## config.mk

```make
export PLATFORM = sky130hd
export DESIGN_NAME = pairsort_cell
export DESIGN_NICKNAME = d
export VERILOG_FILES = /design/src/rtl/pair_sorter_asc_primary_desc_secondary_top_assert.svh /design/src/rtl/pairsort_pkg.sv /design/src/rtl/pairsort_cell.sv
export SDC_FILE = /design/constraint.sdc
export NUM_CORES = 1
export LEC_CHECK = 0
export ABC_CLOCK_PERIOD_IN_PS = 11300
export BUFFER_PORTS_ARGS = -buffer_cell sky130_fd_sc_hd__buf_4
export CAP_MARGIN = 20
export CORE_MARGIN = 1.5
export CORE_UTILIZATION = 50
export CTS_CLUSTER_SIZE = 40
export DETAILED_ROUTE_END_ITERATION = 10
export GPL_ROUTABILITY_DRIVEN = 0
export GPL_TIMING_DRIVEN = 0
export PLACE_DENSITY = 0.84
export SYNTH_ARGS = -nofsm -noshare
export SYNTH_HDL_FRONTEND = slang
export SYNTH_SLANG_ARGS = --single-unit
```

## constraint.sdc

```tcl
create_clock -name clk_i -period 11.3 [get_ports clk_i]
set_input_delay 2.26 -clock clk_i [delete_from_list [all_inputs] [get_ports clk_i]]
set_output_delay 2.26 -clock clk_i [all_outputs]
set_load 0.1 [all_outputs]
```

## src/rtl/pair_sorter_asc_primary_desc_secondary_top_assert.svh

```systemverilog
// ---------------------------------------------------------------------------
// Pair sorter assertion macros
// Shared forms for the concurrent checks of the pair sorter.
// ---------------------------------------------------------------------------
`ifndef PAIR_SORTER_ASC_PRIMARY_DESC_SECONDARY_TOP_ASSERT_SVH
`define PAIR_SORTER_ASC_PRIMARY_DESC_SECONDARY_TOP_ASSERT_SVH

// A check that must hold at every edge outside reset.
`define PS_ASSERT_ALWAYS(lbl, clk, rst_n, cond, msg) \
  lbl: assert property (@(posedge clk) disable iff (!rst_n) (cond)) else $error(msg);

// A check that a trigger implies a consequence in the following cycle.
`define PS_ASSERT_NEXT(lbl, clk, rst_n, trig, cons, msg) \
  lbl: assert property (@(posedge clk) disable iff (!rst_n) (trig) |=> (cons)) \
    else $error(msg);

`endif

```

## src/rtl/pairsort_pkg.sv

```systemverilog
// ---------------------------------------------------------------------------
// Pair sorter package
// Word types and the ordering function shared by the sorter modules.
// ---------------------------------------------------------------------------
package pairsort_pkg;

  // Request codes.
  localparam logic REQ_PUSH = 1'b0;
  localparam logic REQ_POP  = 1'b1;

  // One stored pair.
  typedef struct packed {
    logic signed [31:0] key_primary;
    logic signed [31:0] key_secondary;
  } pair_t;

  // Input word.
  typedef struct packed {
    logic               req_type;
    logic signed [31:0] key_primary;
    logic signed [31:0] key_secondary;
  } req_t;

  // Result word.
  typedef struct packed {
    logic signed [31:0] out_primary;
    logic signed [31:0] out_secondary;
    logic               empty_res;
    logic               overflowed;
  } res_t;

  // Broadcast control for every cell of the chain.
  typedef struct packed {
    logic push;
    logic pop;
  } cell_ctrl_t;

  // True when pair a must be placed strictly ahead of pair b:
  // ascending first key, then descending second key.
  function automatic logic goes_before(pair_t a, pair_t b);
    logic lt_p;
    logic eq_p;
    lt_p = (a.key_primary < b.key_primary);
    eq_p = (a.key_primary == b.key_primary);
    return lt_p || (eq_p && (b.key_secondary < a.key_secondary));
  endfunction

endpackage

```

## src/rtl/pairsort_cell.sv

```systemverilog
// ---------------------------------------------------------------------------
// Pair sorter cell
// One slot of the sorted chain: compares the incoming pair with its own and
// shifts towards the tail on a push or towards the head on a pop.
// ---------------------------------------------------------------------------
module pairsort_cell (
  input  logic                     clk_i,
  input  pairsort_pkg::cell_ctrl_t ctrl_i,
  input  logic                     occupied_i,
  input  pairsort_pkg::pair_t      new_pair_i,
  input  pairsort_pkg::pair_t      left_pair_i,
  input  logic                     left_ins_i,
  input  pairsort_pkg::pair_t      right_pair_i,
  output pairsort_pkg::pair_t      pair_o,
  output logic                     ins_o
);
  import pairsort_pkg::*;

  pair_t pair_q;
  pair_t pair_d;

  // The new pair belongs at or before this slot when the slot is empty or
  // the new pair sorts strictly ahead of the one held here.
  assign ins_o = !occupied_i || goes_before(new_pair_i, pair_q);

  // A push makes room by taking the left word; the first slot to give way
  // takes the new pair. A pop pulls the right word towards the head.
  always_comb begin
    pair_d = pair_q;
    if (ctrl_i.push) begin
      if (ins_o) begin
        pair_d = left_ins_i ? left_pair_i : new_pair_i;
      end
    end else if (ctrl_i.pop) begin
      pair_d = right_pair_i;
    end
  end

  always_ff @(posedge clk_i) begin
    pair_q <= pair_d;
  end

  assign pair_o = pair_q;

endmodule

```

* After elaboration in Yosys (flattened, before gate mapping)
Cells that the tools add are included.
W data, S select, Z words.
** Word-level totals
- Flip-flop bits (word level) :: 64
- Word-level logic and storage cells :: 16
- Bits of input ports :: 197
- Output and inout bits :: 65
** Operators by class
- Equal/unequal tests :: 2
- Magnitude comparators :: 2
- Mux-type cells :: 4
- Reduce and logical (&&, ||, !) cells :: 6
** Operators with widths (number)
- $mux W64 :: 4
- $lt A32 B32 Y1 :: 2
- $eq A32 B32 Y1 :: 1
- $logic_or A1 B1 Y1 :: 2
- $ne A2 B1 Y1 const B :: 1
- $reduce_and A2 Y1 :: 1
- $reduce_bool A2 Y1 :: 1
- $logic_and A1 B1 Y1 :: 1
- $logic_not A1 Y1 :: 1

* Longest topological paths before layout
- Depth after elaboration :: 6
- Gate-level depth with buffers :: 9
- Gate-level depth less buffers :: 9

* Least setup slack after synthesis
No wires, ideal clock.
- Kind :: input to output
- Start :: input port new_pair_i[33] (netlist name)
- End :: output port ins_o
- Slack :: 4.370 ns
- Data required time :: 9.040 ns
- Path buffers :: 0
- Stages :: 8
- Arrival :: 4.670 ns
- Cell sequence :: ha_1 > nor2b_4 > o211ai_2 > a21oi_1 > or4b_1 > a211oi_2 > mux2_4 > nand3_1
** On the way
- Cells in the longest elaborated chain, start to end :: 4
- Elaborated cells on any way between the ends :: 5
- Those cells by class :: 1 x order compare; 1 x eq/ne; 3 x reduce/logical
** RTL lines
- start: declaration :: RTL line pairsort_cell.sv:10 : input pairsort_pkg::pair_t new_pair_i,
- parallel branches: the longest is 2 deep, another holds $lt A32 B32 Y1
- $logic_or A1 B1 Y1 * :: RTL line pairsort_pkg.sv:45 : return lt_p || (eq_p && (b.key_secondary < a.key_secondary));
- $logic_or A1 B1 Y1 * :: RTL line pairsort_cell.sv:24 : assign ins_o = !occupied_i || goes_before(new_pair_i, pair_q);
- end: declaration :: RTL line pairsort_cell.sv:15 : output logic ins_o
Every way passes the cells marked *.

* Worst setup path in the final report
- Start :: input port new_pair_i[46] (netlist name)
- End :: output port ins_o
Same word-level chain as after synthesis.

==> results.toml <==
[hold_path]
hold_end = "pair_o[48]"
hold_depth = 5
hp-start = "pair_o[32]"
min_path_type = "reg2reg"

[sta]
finalCritPeriodShare_pct = 61.15
fin_skew_ns = 0.01033
slew_headroom_pct = 40.94
slew_violations = 0
finalSetupTns_ns = 0
fmax_mhz = 144.7
rsz0062_at_grt = "no"
finalSetupViolCount = 0
post-route-min-period_ns = 6.910
worst_pin_slew_ns = 0.8830
hold_violations = 0

[run]
drv_cap = 0

[yosys]
synth-seq-cells = 64
syn_area_um2 = 4858
async_flop_share_pct = 0
synth-seq-area-share_pct = 39.56
avgSynthCellArea_um2 = 9.471
yosys_most_used_dff = "edfxtp_1"
ys_warn_count = 0
synth_edf_count = 64
synth_fp_nets = 773
synth_top_cell_area_share_pct = 39.56
syn_inst = 513
synthDistinctLibCells = 33
yosys.area.top_type = "edfxtp_1"
synth_area_leaders = "edfxtp_1, ha_1, mux2i_1"
yosys-top-cells-count = "a21oi_1, nor2_1, inv_1"
synth_most_common_cell = "a21oi_1"

[clock_tree]
clockBufferDepth = 2
numCtsBuffers = 9
root_buffer = "clkbuf_8"
holdBufCountCts = 0
cts_setup_buffers = 0
insertion_delay_ns = 0.34
cts.reportedPaths.clkPinSlew_ns = 0.07
cts_sinks = 64
ctsResizeCount = 0
htree_num_levels = 3
cts_tree = "built"

[grt]
grt_pass1_vias = 4918
grt-ovfl-total = 0
grt_usage_pct = 29.20
grt_max_degree = 24
antenna_found_initial = 0
grt_first_pass_wirelength_mm = 23.07

[critical_path]
r2r_setup_slack_ns = 7.53
regToRegEndpoint = "pair_o[61]"
critPathMaxFanout = 3
ff2ff_path_depth = 11
crit_path_start_kind = "input pin"
crit_arrival_ns = 4.65
worstPathRequired_ns = 9.04
crit_type = "in2out"
crit_path_end_kind = "output port"
r2r-start = "pair_o[46]"

[routing]
postRouteAntennaNets = 0
routed_via_density = 5.363
avgRoutedWirePerCell_um = 16.83
first_iter_violations = 228
first_pass_iters = 5
routed_wl_mm = 15.47
drc = 0
num_vias = 4929

[pwr]
ir_drop_mv = 0.07815
cellPowerDensity_nw_per_um2 = 135.5
p_leak_nw = 3.683

[cells_and_area]
stdcell_count = 919
post_route_cells_drive_above_1_share_pct = 36.33
finalNetCount = 1045
fill_cells = 650
area_growth_pct = 49.58
largest_reg_flops = 64
diodes = 0
multi_input_area_um2 = 2610
seqCellArea_um2 = 1922

[die]
rows = 35
fp.dieH_um = 101.6
core_area_um2 = 9328
pin_count = 262
dieArea_um2 = 10320
die_w_um = 101.6
initial_core_util_pct = 52.09

[place]
dp.cells = 903
port_buffers = 259
dp_hpwl_mm = 12.72

[run_status]
run_status = "complete, no violations"
## worst max path at each step
stage / start / slack [ns] / endpoint
after global routing: new_pair_i[46] / 4.30 / ins_o
after global placement: new_pair_i[46] / 3.98 / pair_o[19]
final: new_pair_i[46] / 4.39 / ins_o
after detailed placement: new_pair_i[46] / 4.40 / ins_o
after floorplan: new_pair_i[33] / 4.37 / ins_o
after CTS: new_pair_i[46] / 4.39 / ins_o
## per-layer routing
layer / vias to the layer above / global-route usage, % / share of wire [%]
li1: 2374 / - / -
met1: 2289 / 30.22 / 37
met2: 232 / 55.74 / 52
met3: 34 / 7.384 / 8.4
met4: 0 / 11.65 / 3.0
met5: - / 0 / 0
## final cells by class
class,count,share of cell area [%]
multi-input cells,361,35.92
flip-flops and latches,64,26.45
clock inverters,5,1.446
well taps,129,2.221
inverters,67,3.461
clock buffers,11,1.808
plain buffers,21,1.188
repair buffers,261,27.51
## where the power goes
group	switching [mW]	leakage, nW	internal (mW)
Combinational	0.300	2.95	0.135
Sequential	0.0151	0.627	0.296
Clock	0.0922	0.110	0.147
## critical path, stage by stage
cell      delay, ns
buf_4          0.12
ha_1           0.34
a21oi_1        0.21
nand2_1        0.09
a21oi_1        0.15
or4b_1         0.50
a211oi_2       0.24
mux2_4         0.34
nand3_1        0.09
buf_4          0.31
## metrics by stage
stage	hold WS, ns	setup slack, ns	area (µm²)	utilization [%]	power, mW
final	1.504	4.390	7267	77.91	0.9849
after global routing	1.580	4.303	7267	77.91	1.024
after CTS	1.512	4.393	7267	77.91	0.9857
after detailed placement	1.502	4.400	7030	75.37	0.7489
after global placement	2.576	3.982	6964	74.66	0.7348
after floorplan	2.486	4.370	4858	-	0.6092
## cells by family after synthesis
| family | count (synthesis) | synth area share, % |
|---|---|---|
| AND/OR/NAND/NOR | 122 | 11.10 |
| AO/OA/AOI/OAI | 111 | 12.67 |
| buffers and inverters | 88 | 6.953 |
| multiplexers | 65 | 13.49 |
| flip-flops | 64 | 39.56 |
| adder cells (fa/ha/maj) | 63 | 16.22 |
## layout by cell type (no fill, tap or decap), drive strengths merged, types with 3 or more instances in the layout
cell / count
buf: 270
bufinv: 3
nand2: 16
clkbuf: 23
nand3: 9
nand4: 11
edfxtp: 64
o21ai: 10
a21oi: 84
nor2: 76
ha: 63
nor2b: 3
mux2i: 64
a211oi: 7
inv: 67
Power figures use the tool's default switching activity.
